## src/hdl/kei_pkg.sv

```systemverilog
package kei_pkg;

  localparam int NUM_CHANNELS = 3;
  localparam int FRAC_BITS = 16;

  // channel index width
  localparam int CIW = (NUM_CHANNELS > 1) ? $clog2(NUM_CHANNELS) : 1;
  // divider quotient / dividend width, also the bound on the eased sum
  localparam int QW = FRAC_BITS + 9;
  // shared multiplier operand width (signed), wide enough for the reciprocal step
  localparam int MULW = QW + 2;
  // accumulator width (signed)
  localparam int ACCW = FRAC_BITS + 18;
  // divider remainder and divisor width
  localparam int DRW = 31;
  localparam int DCW = $clog2(QW + 1);
  // divide by 100 as a multiply by ceil(2^RSH / 100), exact for sums below 2^QW
  localparam int RSH = QW + 7;
  localparam longint RECIP100 = ((longint'(1) << RSH) + 99) / 100;

  typedef logic signed [MULW-1:0] mop_t;
  typedef logic signed [2*MULW-1:0] mprod_t;

  typedef struct packed {
    logic           start;
    logic [DRW-1:0] rem;
    logic [DRW-1:0] den;
    logic [QW-1:0]  num;
    logic [DCW-1:0] steps;
  } div_req_t;

endpackage

```

## src/hdl/keyframe_ease_interpolator.sv

```systemverilog
// Three-channel keyframe interpolator with easing. Items are taken one at a time;
// in_ready is high only while the sequencer is idle. Set-acceleration and set-ease
// complete in the idle step; set-segment also passes through a segment step. A query
// or a restart walks the channels one after another through one shared serial divider
// and one registered multiplier: a channel at or outside its window passes from the
// evaluate step to the next-channel step, a channel inside it with Bezier easing
// waits on the divider for the normalized time, then runs fifteen sequencer steps
// holding up to eleven multiplies, the divide by 100 among them as a reciprocal
// multiply; skew takes four fewer steps and easing off ten fewer. The result waits
// in an output register, so a finished query is held until out_ready.
module keyframe_ease_interpolator (
  input  logic               clk,
  input  logic               rst,
  input  logic               in_valid,
  output logic               in_ready,
  input  logic [2:0]         action,
  input  logic [1:0]         channel,
  input  logic [2:0]         channel_mask,
  input  logic [29:0]        event_time,
  input  logic [29:0]        duration,
  input  logic signed [15:0] start_value,
  input  logic signed [15:0] end_value,
  input  logic [6:0]         ease_in,
  input  logic [6:0]         ease_exit,
  input  logic signed [7:0]  accel,
  output logic               out_valid,
  input  logic               out_ready,
  output logic signed [15:0] pos_v,
  output logic signed [15:0] pos_h,
  output logic signed [15:0] pos_r,
  output logic               moving,
  output logic [30:0]        next_key,
  output logic               has_next_key,
  input  logic               cfg_valid,
  output logic               cfg_ready,
  input  logic [6:0]         cfg_data
);
  import kei_pkg::*;

  localparam logic [2:0] ACT_SEG   = 3'd0;
  localparam logic [2:0] ACT_ACCEL = 3'd1;
  localparam logic [2:0] ACT_EASE  = 3'd2;
  localparam logic [2:0] ACT_QUERY = 3'd3;
  localparam logic [2:0] ACT_RST   = 3'd4;

  localparam logic [4:0] S_IDLE  = 5'd0;
  localparam logic [4:0] S_SEG   = 5'd1;
  localparam logic [4:0] S_EVAL  = 5'd2;
  localparam logic [4:0] S_DIVT  = 5'd3;
  localparam logic [4:0] S_T1    = 5'd4;
  localparam logic [4:0] S_T2    = 5'd5;
  localparam logic [4:0] S_K1    = 5'd6;
  localparam logic [4:0] S_K2    = 5'd7;
  localparam logic [4:0] S_K3    = 5'd8;
  localparam logic [4:0] S_B1    = 5'd9;
  localparam logic [4:0] S_B2    = 5'd10;
  localparam logic [4:0] S_B3    = 5'd11;
  localparam logic [4:0] S_B4    = 5'd12;
  localparam logic [4:0] S_B5    = 5'd13;
  localparam logic [4:0] S_B6    = 5'd14;
  localparam logic [4:0] S_B7    = 5'd15;
  localparam logic [4:0] S_DIVS  = 5'd16;
  localparam logic [4:0] S_I1    = 5'd17;
  localparam logic [4:0] S_I2    = 5'd18;
  localparam logic [4:0] S_I3    = 5'd19;
  localparam logic [4:0] S_NEXT  = 5'd20;
  localparam logic [4:0] S_OUT   = 5'd21;
  localparam logic [4:0] S_SCALE = 5'd22;

  localparam logic [1:0] MODE_SKEW = 2'd1;
  localparam logic [1:0] MODE_BEZ  = 2'd2;

  localparam logic [FRAC_BITS:0] ONE = (FRAC_BITS+1)'(1) << FRAC_BITS;
  localparam int OUT_CH = 3;

  function automatic logic [6:0] cap100(input logic [6:0] v);
    return (v > 7'd100) ? 7'd100 : v;
  endfunction

  // control state
  logic [4:0]     state;
  logic [CIW-1:0] cidx;
  logic           is_query;
  logic [6:0]     ds;
  logic [1:0]     mode;

  // channel state
  logic [30:0]        seg_start [NUM_CHANNELS];
  logic [30:0]        seg_end [NUM_CHANNELS];
  logic signed [15:0] from_value [NUM_CHANNELS];
  logic signed [15:0] to_value [NUM_CHANNELS];
  logic signed [7:0]  chan_accel [NUM_CHANNELS];
  logic [6:0]         chan_ease_in [NUM_CHANNELS];
  logic [6:0]         chan_ease_out [NUM_CHANNELS];

  // query results under construction
  logic signed [15:0] res_pos [OUT_CH];
  logic               res_moving;
  logic               res_has;
  logic [30:0]        res_best;

  // datapath scratch
  logic [29:0]           qx;
  logic [29:0]           qdur;
  logic signed [15:0]    qsv;
  logic signed [15:0]    qev;
  logic [FRAC_BITS-1:0]  t;
  logic [FRAC_BITS-1:0]  p;
  logic [FRAC_BITS-1:0]  q;
  logic [FRAC_BITS-1:0]  r1;
  logic [FRAC_BITS-1:0]  r2;
  logic [FRAC_BITS-1:0]  r3;
  logic [8:0]            coef_a;
  logic [8:0]            coef_b;
  logic [FRAC_BITS:0]    s;
  logic signed [ACCW-1:0] acc;
  logic signed [15:0]    cur_pos;
  logic                  interior;

  // shared units
  mop_t          ma;
  mop_t          mb;
  mprod_t        prod;
  div_req_t      div_req;
  logic [QW-1:0] div_quo;
  logic          div_done;

  logic [30:0]            x31;
  logic [30:0]            ev_start;
  logic [30:0]            ev_end;
  logic                   at_end;
  logic                   at_start;
  logic [FRAC_BITS:0]     u;
  logic [FRAC_BITS-1:0]   prod_hi;
  logic [FRAC_BITS+1:0]   scl_quo;
  logic signed [ACCW-1:0] sum;
  logic signed [ACCW-1:0] sum_adj;
  logic signed [ACCW-1:0] pos_full;
  logic signed [9:0]      acc_sat;
  logic signed [9:0]      skew_coef;
  logic [6:0]             bez_in;
  logic [6:0]             bez_out;
  logic                   accept;

  kei_mul u_mul (
    .clk  (clk),
    .a    (ma),
    .b    (mb),
    .prod (prod)
  );

  kei_div u_div (
    .clk  (clk),
    .rst  (rst),
    .req  (div_req),
    .quo  (div_quo),
    .done (div_done)
  );

  assign in_ready = (state == S_IDLE);
  assign cfg_ready = 1'b1;
  assign accept = in_valid && in_ready;

  assign x31 = {1'b0, qx};
  assign ev_start = seg_start[cidx];
  assign ev_end = seg_end[cidx];
  assign at_end = (ev_end <= x31);
  assign at_start = (x31 <= ev_start);
  assign u = ONE - {1'b0, t};
  assign prod_hi = prod[2*FRAC_BITS-1:FRAC_BITS];
  // eased sum divided by 100
  assign scl_quo = prod[RSH+FRAC_BITS+1:RSH];
  assign sum = acc + ACCW'(prod);
  // truncate toward zero on the final scale-down
  assign sum_adj = sum[ACCW-1] ? sum + ACCW'(ONE - 1'b1) : sum;
  assign pos_full = sum_adj >>> FRAC_BITS;

  always_comb begin
    if (chan_accel[cidx] > 8'sd100) begin
      acc_sat = 10'sd100;
    end else if (chan_accel[cidx] < -8'sd100) begin
      acc_sat = -10'sd100;
    end else begin
      acc_sat = 10'(chan_accel[cidx]);
    end
    skew_coef = 10'sd100 - acc_sat;
    if (chan_ease_in[cidx] != 7'd0 || chan_ease_out[cidx] != 7'd0) begin
      bez_in = chan_ease_in[cidx];
      bez_out = chan_ease_out[cidx];
    end else begin
      bez_in = ds;
      bez_out = ds;
    end
  end

  // multiplier operand select
  always_comb begin
    case (state)
      S_T1: begin
        ma = mop_t'({1'b0, t});
        mb = mop_t'(u);
      end
      S_T2: begin
        ma = mop_t'({1'b0, t});
        mb = mop_t'({1'b0, t});
      end
      S_K1: begin
        ma = mop_t'({1'b0, p});
        mb = mop_t'(coef_a);
      end
      S_K2: begin
        ma = mop_t'({1'b0, q});
        mb = mop_t'(100);
      end
      S_B1: begin
        ma = mop_t'({1'b0, p});
        mb = mop_t'(u);
      end
      S_B2: begin
        ma = mop_t'({1'b0, p});
        mb = mop_t'({1'b0, t});
      end
      S_B3: begin
        ma = mop_t'({1'b0, q});
        mb = mop_t'({1'b0, t});
      end
      S_B4: begin
        ma = mop_t'({1'b0, r1});
        mb = mop_t'(coef_a);
      end
      S_B5: begin
        ma = mop_t'({1'b0, r2});
        mb = mop_t'(coef_b);
      end
      S_B6: begin
        ma = mop_t'({1'b0, r3});
        mb = mop_t'(100);
      end
      S_DIVS: begin
        ma = mop_t'(acc);
        mb = mop_t'(RECIP100);
      end
      S_I1: begin
        ma = mop_t'(from_value[cidx]);
        mb = mop_t'(ONE - s);
      end
      S_I2: begin
        ma = mop_t'(to_value[cidx]);
        mb = mop_t'(s);
      end
      default: begin
        ma = '0;
        mb = '0;
      end
    endcase
  end

  // divider requests: normalized time
  always_comb begin
    div_req = '0;
    case (state)
      S_EVAL: begin
        div_req.start = !at_end && !at_start;
        div_req.rem = x31 - ev_start;
        div_req.den = ev_end - ev_start;
        div_req.num = '0;
        div_req.steps = DCW'(FRAC_BITS);
      end
      default: begin
        div_req = '0;
      end
    endcase
  end

  always_ff @(posedge clk) begin
    if (rst) begin
      state <= S_IDLE;
      cidx <= '0;
      is_query <= 1'b0;
      ds <= 7'd100;
      mode <= MODE_BEZ;
      res_moving <= 1'b0;
      res_has <= 1'b0;
      res_best <= '0;
      out_valid <= 1'b0;
      for (int c = 0; c < NUM_CHANNELS; c++) begin
        seg_start[c] <= '0;
        seg_end[c] <= '0;
        from_value[c] <= '0;
        to_value[c] <= '0;
        chan_accel[c] <= '0;
        chan_ease_in[c] <= '0;
        chan_ease_out[c] <= '0;
      end
      for (int k = 0; k < OUT_CH; k++) begin
        res_pos[k] <= '0;
      end
    end else begin
      if (cfg_valid && cfg_ready) begin
        ds <= cfg_data;
      end
      if (out_valid && out_ready && state != S_OUT) begin
        out_valid <= 1'b0;
      end
      case (state)
        S_IDLE: begin
          if (accept) begin
            case (action)
              ACT_SEG: begin
                for (int c = 0; c < NUM_CHANNELS; c++) begin
                  chan_accel[c] <= '0;
                  chan_ease_in[c] <= '0;
                  chan_ease_out[c] <= '0;
                end
                if (int'(channel) < NUM_CHANNELS) begin
                  cidx <= CIW'(channel);
                  state <= S_SEG;
                end
              end
              ACT_ACCEL: begin
                for (int c = 0; c < NUM_CHANNELS && c < 3; c++) begin
                  if (channel_mask[c]) begin
                    chan_accel[c] <= accel;
                  end
                end
              end
              ACT_EASE: begin
                for (int c = 0; c < NUM_CHANNELS && c < 3; c++) begin
                  if (channel_mask[c]) begin
                    chan_ease_in[c] <= ease_in;
                    chan_ease_out[c] <= ease_exit;
                  end
                end
              end
              ACT_QUERY, ACT_RST: begin
                cidx <= '0;
                is_query <= (action == ACT_QUERY);
                res_moving <= 1'b0;
                res_has <= 1'b0;
                res_best <= '0;
                for (int k = 0; k < OUT_CH; k++) begin
                  res_pos[k] <= '0;
                end
                state <= S_EVAL;
              end
              default: begin
                state <= S_IDLE;
              end
            endcase
          end
        end
        S_SEG: begin
          if (x31 >= ev_start) begin
            seg_start[cidx] <= x31;
            seg_end[cidx] <= {1'b0, qx} + {1'b0, qdur};
            from_value[cidx] <= qsv;
            to_value[cidx] <= qev;
          end
          state <= S_IDLE;
        end
        S_EVAL: begin
          if (at_end || at_start) begin
            state <= S_NEXT;
          end else begin
            state <= S_DIVT;
          end
        end
        S_DIVT: begin
          if (div_done) begin
            state <= S_T1;
          end
        end
        S_T1: begin
          mode <= (chan_accel[cidx] != 8'sd0) ? MODE_SKEW : MODE_BEZ;
          state <= (ds == 7'd0) ? S_I1 : S_T2;
        end
        S_T2: state <= (mode == MODE_SKEW) ? S_K1 : S_B1;
        S_K1: state <= S_K2;
        S_K2: state <= S_K3;
        S_K3: state <= S_DIVS;
        S_B1: state <= S_B2;
        S_B2: state <= S_B3;
        S_B3: state <= S_B4;
        S_B4: state <= S_B5;
        S_B5: state <= S_B6;
        S_B6: state <= S_B7;
        S_B7: state <= S_DIVS;
        S_DIVS: state <= S_SCALE;
        S_SCALE: state <= S_I1;
        S_I1: state <= S_I2;
        S_I2: state <= S_I3;
        S_I3: state <= S_NEXT;
        S_NEXT: begin
          if (is_query) begin
            for (int k = 0; k < OUT_CH; k++) begin
              if (k == int'(cidx)) begin
                res_pos[k] <= cur_pos;
              end
            end
            if (interior) begin
              res_moving <= 1'b1;
            end
            if (ev_end > x31 && (!res_has || ev_end < res_best)) begin
              res_best <= ev_end;
              res_has <= 1'b1;
            end
          end else begin
            from_value[cidx] <= cur_pos;
            seg_start[cidx] <= x31;
          end
          if (cidx == CIW'(NUM_CHANNELS - 1)) begin
            state <= is_query ? S_OUT : S_IDLE;
          end else begin
            cidx <= cidx + 1'b1;
            state <= S_EVAL;
          end
        end
        S_OUT: begin
          if (!out_valid || out_ready) begin
            out_valid <= 1'b1;
            state <= S_IDLE;
          end
        end
        default: begin
          state <= S_IDLE;
        end
      endcase
    end
  end

  // datapath registers
  always_ff @(posedge clk) begin
    if (accept) begin
      qx <= event_time;
      qdur <= duration;
      qsv <= start_value;
      qev <= end_value;
    end
    case (state)
      S_EVAL: begin
        interior <= !at_end && !at_start;
        cur_pos <= at_end ? to_value[cidx] : from_value[cidx];
      end
      S_DIVT: begin
        if (div_done) begin
          t <= div_quo[FRAC_BITS-1:0];
        end
      end
      S_T1: begin
        s <= {1'b0, t};
        if (chan_accel[cidx] != 8'sd0) begin
          coef_a <= skew_coef[8:0];
        end else begin
          coef_a <= 9'd100 - {2'b00, cap100(bez_in)};
          coef_b <= 9'd200 + {2'b00, cap100(bez_out)};
        end
      end
      S_T2: p <= prod_hi;
      S_K1: q <= prod_hi;
      S_K2: acc <= ACCW'(prod);
      S_K3: acc <= sum;
      S_B1: q <= prod_hi;
      S_B2: r1 <= prod_hi;
      S_B3: r2 <= prod_hi;
      S_B4: r3 <= prod_hi;
      S_B5: acc <= ACCW'(prod);
      S_B6: acc <= sum;
      S_B7: acc <= sum;
      S_SCALE: begin
        s <= (scl_quo > {1'b0, ONE}) ? ONE : scl_quo[FRAC_BITS:0];
      end
      S_I2: acc <= ACCW'(prod);
      S_I3: cur_pos <= pos_full[15:0];
      S_OUT: begin
        if (!out_valid || out_ready) begin
          pos_v <= res_pos[0];
          pos_h <= res_pos[1];
          pos_r <= res_pos[2];
          moving <= res_moving;
          next_key <= res_has ? res_best : 31'd0;
          has_next_key <= res_has;
        end
      end
      default: begin
        acc <= acc;
      end
    endcase
  end

`ifndef ASSERT_OFF
  a_div_done_waited: assert property (@(posedge clk) disable iff (rst)
    div_done |-> (state == S_DIVT))
    else $error("divider finished outside a wait state");

  a_ease_capped: assert property (@(posedge clk) disable iff (rst)
    (state == S_I1) |-> (s <= ONE))
    else $error("eased time above one");

  a_chan_in_range: assert property (@(posedge clk) disable iff (rst)
    (state == S_EVAL) |-> (int'(cidx) < NUM_CHANNELS))
    else $error("channel index out of range");

  a_out_from_seq: assert property (@(posedge clk) disable iff (rst)
    $rose(out_valid) |-> ($past(state) == S_OUT))
    else $error("result beat raised outside the output step");
`endif

endmodule

```

## src/hdl/kei_div.sv

```systemverilog
module kei_div (
  input  logic                  clk,
  input  logic                  rst,
  input  kei_pkg::div_req_t     req,
  output logic [kei_pkg::QW-1:0] quo,
  output logic                  done
);
  import kei_pkg::*;

  logic [DRW-1:0] rem;
  logic [DRW-1:0] den;
  logic [DCW-1:0] cnt;
  logic           busy;
  logic [DRW+1:0] trial;
  logic           ge;

  // restoring step: shift in the next dividend bit, subtract if it fits
  assign trial = {1'b0, rem, quo[QW-1]} - {2'b00, den};
  assign ge = !trial[DRW+1];

  always_ff @(posedge clk) begin
    if (rst) begin
      busy <= 1'b0;
      done <= 1'b0;
      cnt <= '0;
    end else begin
      done <= 1'b0;
      if (req.start) begin
        busy <= 1'b1;
        cnt <= req.steps;
      end else if (busy) begin
        cnt <= cnt - 1'b1;
        if (cnt == DCW'(1)) begin
          busy <= 1'b0;
          done <= 1'b1;
        end
      end
    end
  end

  always_ff @(posedge clk) begin
    if (req.start) begin
      rem <= req.rem;
      den <= req.den;
      quo <= req.num;
    end else if (busy) begin
      rem <= ge ? trial[DRW-1:0] : {rem[DRW-2:0], quo[QW-1]};
      quo <= {quo[QW-2:0], ge};
    end
  end

endmodule

```

## src/hdl/kei_mul.sv

```systemverilog
module kei_mul (
  input  logic            clk,
  input  kei_pkg::mop_t   a,
  input  kei_pkg::mop_t   b,
  output kei_pkg::mprod_t prod
);
  import kei_pkg::*;

  always_ff @(posedge clk) begin
    prod <= a * b;
  end

endmodule

```

## config.mk

```make
export PLATFORM = sky130hd
export DESIGN_NAME = keyframe_ease_interpolator
export DESIGN_NICKNAME = d
export VERILOG_FILES = /design/src/hdl/kei_pkg.sv /design/src/hdl/keyframe_ease_interpolator.sv /design/src/hdl/kei_div.sv /design/src/hdl/kei_mul.sv
export SDC_FILE = /design/constraint.sdc
export NUM_CORES = 2
export LEC_CHECK = 0
export ABC_CLOCK_PERIOD_IN_PS = 21200
export CORE_UTILIZATION = 61
export CTS_CLUSTER_DIAMETER = 80
export DETAILED_ROUTE_END_ITERATION = 6
export DONT_BUFFER_PORTS = 1
export PLACE_DENSITY_LB_ADDON = 0.12
export SLEW_MARGIN = 25
export SYNTH_ARGS = -nofsm -noshare
export SYNTH_HDL_FRONTEND = slang
export SYNTH_SLANG_ARGS = --single-unit
export TNS_END_PERCENT = 1
```

## constraint.sdc

```tcl
create_clock -name clk -period 21.2 [get_ports clk]
set_input_delay 1.06 -clock clk [delete_from_list [all_inputs] [get_ports clk]]
set_output_delay 1.06 -clock clk [all_outputs]
set_load 0.01 [all_outputs]
```

=== Word level (Yosys, flattened, before mapping) ===
Memories as Yosys holds them, arrays and structs flattened. A register that Yosys moved wholly into a read port is not among the register bits.
Cells that the tools add are included.

* Input bits: 134
* RAM bits: 393
* Output and inout bits: 84
* Logic and storage cells: 371
* Memories: 8
* Bits in registers: 502

{| class="wikitable"
|+ Memory list
! name !! depth !! width !! read ports !! clocked after memory_dff !! wr ports !! RTL line !! text
|-
| seg_end || 3 || 31 || 1 || 1 || 3 || keyframe_ease_interpolator.sv:89 || <nowiki>logic [30:0] seg_end [NUM_CHANNELS];</nowiki>
|-
| seg_start || 3 || 30 || 1 || 1 || 3 || keyframe_ease_interpolator.sv:88 || <nowiki>logic [30:0] seg_start [NUM_CHANNELS];</nowiki>
|-
| from_value || 3 || 16 || 1 || 1 || 3 || keyframe_ease_interpolator.sv:90 || <nowiki>logic signed [15:0] from_value [NUM_CHANNELS];</nowiki>
|-
| res_pos || 3 || 16 || 3 || 3 || 3 || keyframe_ease_interpolator.sv:97 || <nowiki>logic signed [15:0] res_pos [OUT_CH];</nowiki>
|-
| to_value || 3 || 16 || 1 || 1 || 3 || keyframe_ease_interpolator.sv:91 || <nowiki>logic signed [15:0] to_value [NUM_CHANNELS];</nowiki>
|-
| chan_accel || 3 || 8 || 1 || 1 || 3 || keyframe_ease_interpolator.sv:92 || <nowiki>logic signed [7:0] chan_accel [NUM_CHANNELS];</nowiki>
|-
| +2 memories || -- || -- || -- || -- || -- || -- ||
|}

* Multiply operators: 1
* Add/sub/neg operators: 13
* Eq/ne operators: 43
* Reduce and logical (&&, ||, !) cells: 52
* Mux-type cells: 180
* Bitwise gates (word level): 28
* $lt $le $gt $ge: 11

{| class="wikitable"
|+ Operators by type and width
! operator !! count
|-
| 31-bit 2-to-1 mux || 8
|-
| 27-bit one-hot mux with 9 select lines || 1
|-
| 27-bit one-hot mux with 8 select lines || 1
|-
| 16-bit 2-to-1 mux || 10
|-
| 7-bit 2-to-1 mux || 16
|-
| 5-bit one-hot mux with 21 select lines || 1
|-
| 93-bit 2-to-1 mux || 1
|-
| 1-bit 2-to-1 mux || 85
|-
| 34-bit one-hot mux with 2 select lines || 1
|-
| 31-bit one-hot mux with 2 select lines || 1
|-
| 30-bit 2-to-1 mux || 2
|-
| 27-bit by 27-bit multiplier with 50-bit output || 1
|-
| 25-bit 2-to-1 mux || 2
|-
| 5-bit 2-to-1 mux || 10
|-
| 8-bit 2-to-1 mux || 6
|-
| 2-bit 2-to-1 mux || 22
|-
| 5-bit by 4-bit equality test with 1-bit output (second input constant) || 8
|-
| 5-bit equality test (second input constant) || 7
|-
| 34-bit adder || 1
|-
| 17-bit one-hot mux with 2 select lines || 1
|-
| 32-bit by 31-bit subtractor with 33-bit output || 1
|-
| 32-bit by 16-bit adder with 32-bit output (second input constant) || 1
|-
| 32-bit 2-to-1 mux || 1
|-
| 16-bit one-hot mux with 2 select lines || 1
|-
| other kinds (60) || 139
|}

=== Logic depth before layout (Yosys ltp) ===
* Depth after elaboration: 9
* Mapped depth: 40
* Mapped depth without buffers: 38

=== Cells and area by module ===
Synthesis repeated with hierarchy kept, for this count alone.

* Cell total of the unflattened synthesis: 7193
* Area, all modules: 78723.0 sq um

{| class="wikitable"
|+ By module, submodules not included
! module !! instances !! area an instance (sq um) !! sequential area each (sq um) !! cells an instance
|-
| keyframe_ease_interpolator || 1 || 45441.1 || 26315.2 || 3674
|-
| kei_mul || 1 || 27712.8 || 1081.0 || 3015
|-
| kei_div || 1 || 5569.1 || 2752.6 || 504
|}

=== Worst setup path before layout ===
OpenSTA, ideal clock, no wires.

* Path kind: reg-to-reg
* Start: register (tool-made name)
* End: register u_mul.prod[49]
* Required time: 21128 ps
* Cell stages (with the launch flop): 33
* Setup time: 72 ps
* Setup slack: 11199 ps
* Data arrival time: 9929 ps
* Clock period less this slack: 10001 ps
* Path buffers: 4
* Cells stage by stage: dfxtp_1 clkbuf_1 buf_2 buf_2 buf_1 mux4_2 nand2_1 nand2_1 a2111oi_1 nor2_1 fa_1 fa_1 inv_1 fa_1 inv_1 fa_1 fa_1 fa_1 inv_1 fa_1 inv_1 ha_1 or4_1 a21oi_1 a2bb2oi_1 a31o_2 o31ai_1 nor4_1 o31a_1 a31oi_1 o21bai_1 a21oi_1 xnor2_1

{| class="wikitable"
|+ RTL lines
! element !! RTL line !! text
|-
| end signal: assignment || kei_mul.sv:10 || <nowiki>prod <= a * b;</nowiki>
|-
| end: declaration || kei_mul.sv:5 || <nowiki>output kei_pkg::mprod_t prod</nowiki>
|}

=== Worst setup path in the final report ===
* Start: register state[0]
* End: register u_mul.prod[49]

* Longest elaborated chain between the ends: 4
* Elaborated cells between the ends (all ways): 23
* Classes of those cells: mul: 1; eq/ne: 13; mux: 2; reduce/logical: 7

{| class="wikitable"
|+ RTL lines
! element !! RTL line !! text
|-
| start: declaration || keyframe_ease_interpolator.sv:81 || <nowiki>logic [4:0] state;</nowiki>
|-
| start signal: assignment || keyframe_ease_interpolator.sv:375 || <nowiki>state <= (ds == 7'd0) ? S_I1 : S_T2;</nowiki>
|-
| start signal: assignment || keyframe_ease_interpolator.sv:377 || <nowiki>S_T2: state <= (mode == MODE_SKEW) ? S_K1 : S_B1;</nowiki>
|-
| 5-bit by 4-bit equality test with 1-bit output or 5-bit by 3-bit equality test with 1-bit output (tied branches) || keyframe_ease_interpolator.sv:198 || <nowiki>case (state)</nowiki>
|-
| 3-bit OR reduction (no source line) or 2-bit OR reduction (tied branches) || -- ||
|-
| 27-bit one-hot mux with 9 select lines or 27-bit one-hot mux with 8 select lines (tied branches) || keyframe_ease_interpolator.sv:198 ||
|-
| 27-bit by 27-bit multiplier with 50-bit output (*) || kei_mul.sv:10 ||
|}

Mark *: on every way between the ends. The rest lies on a longest branch, timed or not.
A chain may end at the register's enable or synchronous reset.

==> flow_metrics.env <==
export IMPL_drtIter0Drc=6082
export IMPL_highest_layer="met5"
export IMPL_syn_inst=6883
export IMPL_tightest_slew_ns=1.03
export IMPL_die_h_um=353
export IMPL_antenna_found_initial=7
export IMPL_fin_crit_sh_pct=53.1
export IMPL_cp_common_cell="fa_1"
export IMPL_drtPass1Iterations=6
export IMPL_htree_levels=3
export IMPL_crit_path_max_fanout=29
export IMPL_p_per_area_mw_per_mm2=79.7
export IMPL_grtUsageTotal_pct=32.7
export IMPL_setup_tns_ns=0
export IMPL_std_cell_rows=128
export IMPL_worst_setup_path_type="reg -> reg"
export IMPL_p_switching_w=0.00223
export IMPL_dp_cells=8358
export IMPL_setup_violations=0
export IMPL_muxShareOfSynthArea_pct=4.70
export IMPL_fin_crit_ns=11.26
export IMPL_drt_vias_per_instance=6.08
export IMPL_synth_edf_count=928
export IMPL_hp_class="reg -> reg"
export IMPL_num_io_pins=218
export IMPL_clkPwrFrac_pct=29.7
export IMPL_rsz0062_at_grt="false"
export IMPL_m1WireLength_mm=85.5
export IMPL_ys_flop_type="edfxtp_1"
export IMPL_synthSimpleGateAreaFrac_pct=11.4
export IMPL_fill_cells=9342
export IMPL_ctsHoldBuffers=0
export IMPL_final_cell_mix="1133 x inv_1, 928 x edfxtp_1, 715 x fa_1, 704 x nand2_1, 611 x nor2_1"
export IMPL_die_width_um=353
export IMPL_cts_root_buf="clkbuf_16"
export IMPL_synth_xor_area_share_pct=2.32
export IMPL_cpPeakStageDelay_ns=0.84
export IMPL_dp_hpwl_mm=153
export IMPL_slew_headroom_pct=30.8
export IMPL_synth_compound_area_share_pct=8.98
export IMPL_wl_met3_mm=21.3
export IMPL_fin_util_pct=66.2
export IMPL_start_util_pct=61.5
export IMPL_insertion_delay_ns=0.73
export IMPL_core_mm2=0.122
export IMPL_syn_area_mm2=0.0750
export IMPL_grt_pass1_vias=51500
export IMPL_start_kind="flip-flop"
export IMPL_ant_nets=0
export IMPL_clock_path_buffers=3
export IMPL_final_common_cell="inv_1"
export IMPL_maxSlewViolCount=0
export IMPL_layout_cells_non_filler=8553
export IMPL_power_frac_seq_pct=40.2
export IMPL_numCtsBuffers=102
export IMPL_finalWirelength_mm=201
export IMPL_status="complete, no violations"
export IMPL_peakVddDrop_mv=0.104
export IMPL_max_cap_violations=0
export IMPL_ys_seq_area_share_pct=40.1
export IMPL_synth_distinct_cells=93
export IMPL_internal_power_w=0.00421
export IMPL_met2_length_mm=89.2
export IMPL_grt_max_degree=74
export IMPL_cts_tree="done"
export IMPL_yosys_warnings=0
export IMPL_grt_overflow=0
export IMPL_portBuffers=0
export IMPL_synth_seq_cells=1038
export IMPL_leakage_nw=34.2
export IMPL_post_cts_buffers=0
export IMPL_die_area_mm2=0.124
export IMPL_crit_arrival_ns=11.85
export IMPL_drc_errors=0
export IMPL_combPwrFrac_pct=30.0
export IMPL_syn_area_per_cell_um2=10.9
export IMPL_power_w=0.00643
export IMPL_layout_drive_gt1_share_pct=7.12
export IMPL_synth_top_family_by_area="adder cells"
export IMPL_fin_nets=8072
export IMPL_avgRoutedWirePerCell_um=23.5
export IMPL_switching_share_pct=34.6
export IMPL_yosys_area_share_adder_pct=25.5
export IMPL_worstPathRequired_ns=21.79
export IMPL_skew_ns=0.0419
export IMPL_syn_to_final_growth_pct=7.61
export IMPL_finalHoldViolCount=0
export IMPL_grt_pass1_wl_mm=308
export IMPL_syn_num_nets=8118
export IMPL_async_flop_share_pct=0
export IMPL_cts_sinks=1038
export IMPL_post_cts_resized=0
export IMPL_place_gp_congestion=0.943
export IMPL_clk_pin_slew_ns=0.06
export IMPL_max_freq_mhz=88.8
export IMPL_crit_slowest_cell="dfxtp_1"
export IMPL_vias=52000
export IMPL_endpoint_kind="flip-flop"
[sequential cells by signal, summed over array words and instances (netlist names), 17 cells and up, named ones only]
| register | cells |
|---|---|
| qx | 30 |
| chan_accel | 24 |
| from_value | 64 |
| chan_ease_in | 21 |
| s | 17 |
| u_div.rem | 31 |
| to_value | 64 |
| acc | 34 |
| qdur | 30 |
| seg_start | 120 |
| res_best | 31 |
| u_div.den | 31 |
| chan_ease_out | 21 |
| u_div.quo | 25 |
| next_key | 31 |
| u_mul.prod | 50 |
| res_pos | 48 |
| seg_end | 124 |
[critical path, delay by kind of cell (launching register included)]
family / cells / cell delay (ns)
AO/OA/AOI/OAI: 9 / 2.27
XOR/XNOR: 1 / 0.13
AND/OR/NAND/NOR: 8 / 2.82
adder cells (fa/ha/maj): 8 / 3.70
flip-flops: 1 / 0.84
buffers and inverters: 8 / 1.38
[power by group through the flow]
| stage | sequential, W | combinational (W) | clock, W |
|---|---|---|---|
| 2_1_floorplan | 0.00253 | 0.00138 | 0 |
| 3_3_place_gp | 0.00262 | 0.00185 | 0 |
| 3_5_place_dp | 0.00263 | 0.00189 | 0 |
| 4_1_cts | 0.00258 | 0.00190 | 0.00193 |
| 5_1_grt | 0.00260 | 0.00212 | 0.00200 |
| 6_report | 0.00259 | 0.00193 | 0.00191 |
[through the flow]
| step | setup WS [ns] | hold slack, ns | cell area, um^2 |
|---|---|---|---|
| after floorplan | 11.20 | 0.400 | 75000 |
| after global placement | 9.94 | 0.402 | 77100 |
| after detailed placement | 9.91 | 0.405 | 77200 |
| after CTS | 9.88 | 0.384 | 80700 |
| after global routing | 9.24 | 0.391 | 80700 |
| final | 9.94 | 0.415 | 80700 |
[synthesized netlist by cell type, types with 9 or more instances]
library cell	instances	area [um^2]
a22o_1	24	210
nand4_1	35	219
ha_1	386	4830
xor2_1	76	666
a31o_2	10	87.6
a21o_1	135	1010
mux2i_1	107	1070
buf_2	11	55.1
or3_1	37	231
o21ai_0	203	1020
nor2b_1	49	307
inv_1	1135	4260
buf_1	20	75.1
a211o_1	10	87.6
nand2b_1	40	250
o2111ai_1	12	105
nand2_1	712	2670
a2111oi_0	20	175
a2111o_1	12	135
nor2_1	620	2330
fa_1	715	14300
and2_1	126	788
o21bai_1	17	128
a21oi_1	236	1180
a21boi_0	15	113
nand3_1	61	305
a221oi_1	13	114
nor4_1	22	138
nor3_1	87	435
o21a_1	42	315
edfxtp_1	928	27900
clkbuf_1	216	811
mux2_2	32	360
or2_2	15	93.8
o31a_1	9	78.8
dfxtp_1	110	2200
xnor2_1	123	1080
a22oi_1	56	420
a211oi_1	36	270
a31oi_1	36	225
o211ai_1	26	195
mux4_2	93	2090
and3_1	78	488
o31ai_1	20	150
[cell type report]
type / instances / area, um^2 / area share, %
tap: 1625 / 2030 / 2.52
inverter: 1137 / 4270 / 5.29
multi-input combinational: 4458 / 40000 / 49.6
clock buffer: 129 / 2790 / 3.45
timing repair buffer: 100 / 771 / 0.955
clock inverter: 64 / 739 / 0.916
sequential: 1038 / 30100 / 37.3
antenna: 2 / 5.00 / 0.00620
[metal layers]
layer	vias up	track usage, %
li1	23100	-
met3	288	6.75
met4	6	8.19
met2	2406	49.0
met5	-	0
met1	26200	49.1
[logic make-up after synthesis]
kind of cell | after synthesis
buf+inv | 1387
mux | 232
fa+ha+maj | 1101
compound gates | 1011
other cells | 1
simple gates | 1914
xor+xnor | 199
flops | 1038
[path summary, 6_finish.rpt]
check / from / depth (start not counted) / to / slack [ns]
setup / recovery: state[0] / 34 / u_mul.prod[49] / 9.94
hold / removal: res_pos[0][41] / 0 / pos_r[9] / 0.41
setup reg to reg: state[0] / 34 / u_mul.prod[49] / 9.94
hold reg to reg: res_pos[0][41] / 0 / pos_r[9] / 0.41
No activity file was read; power rests on OpenSTA's default activity.
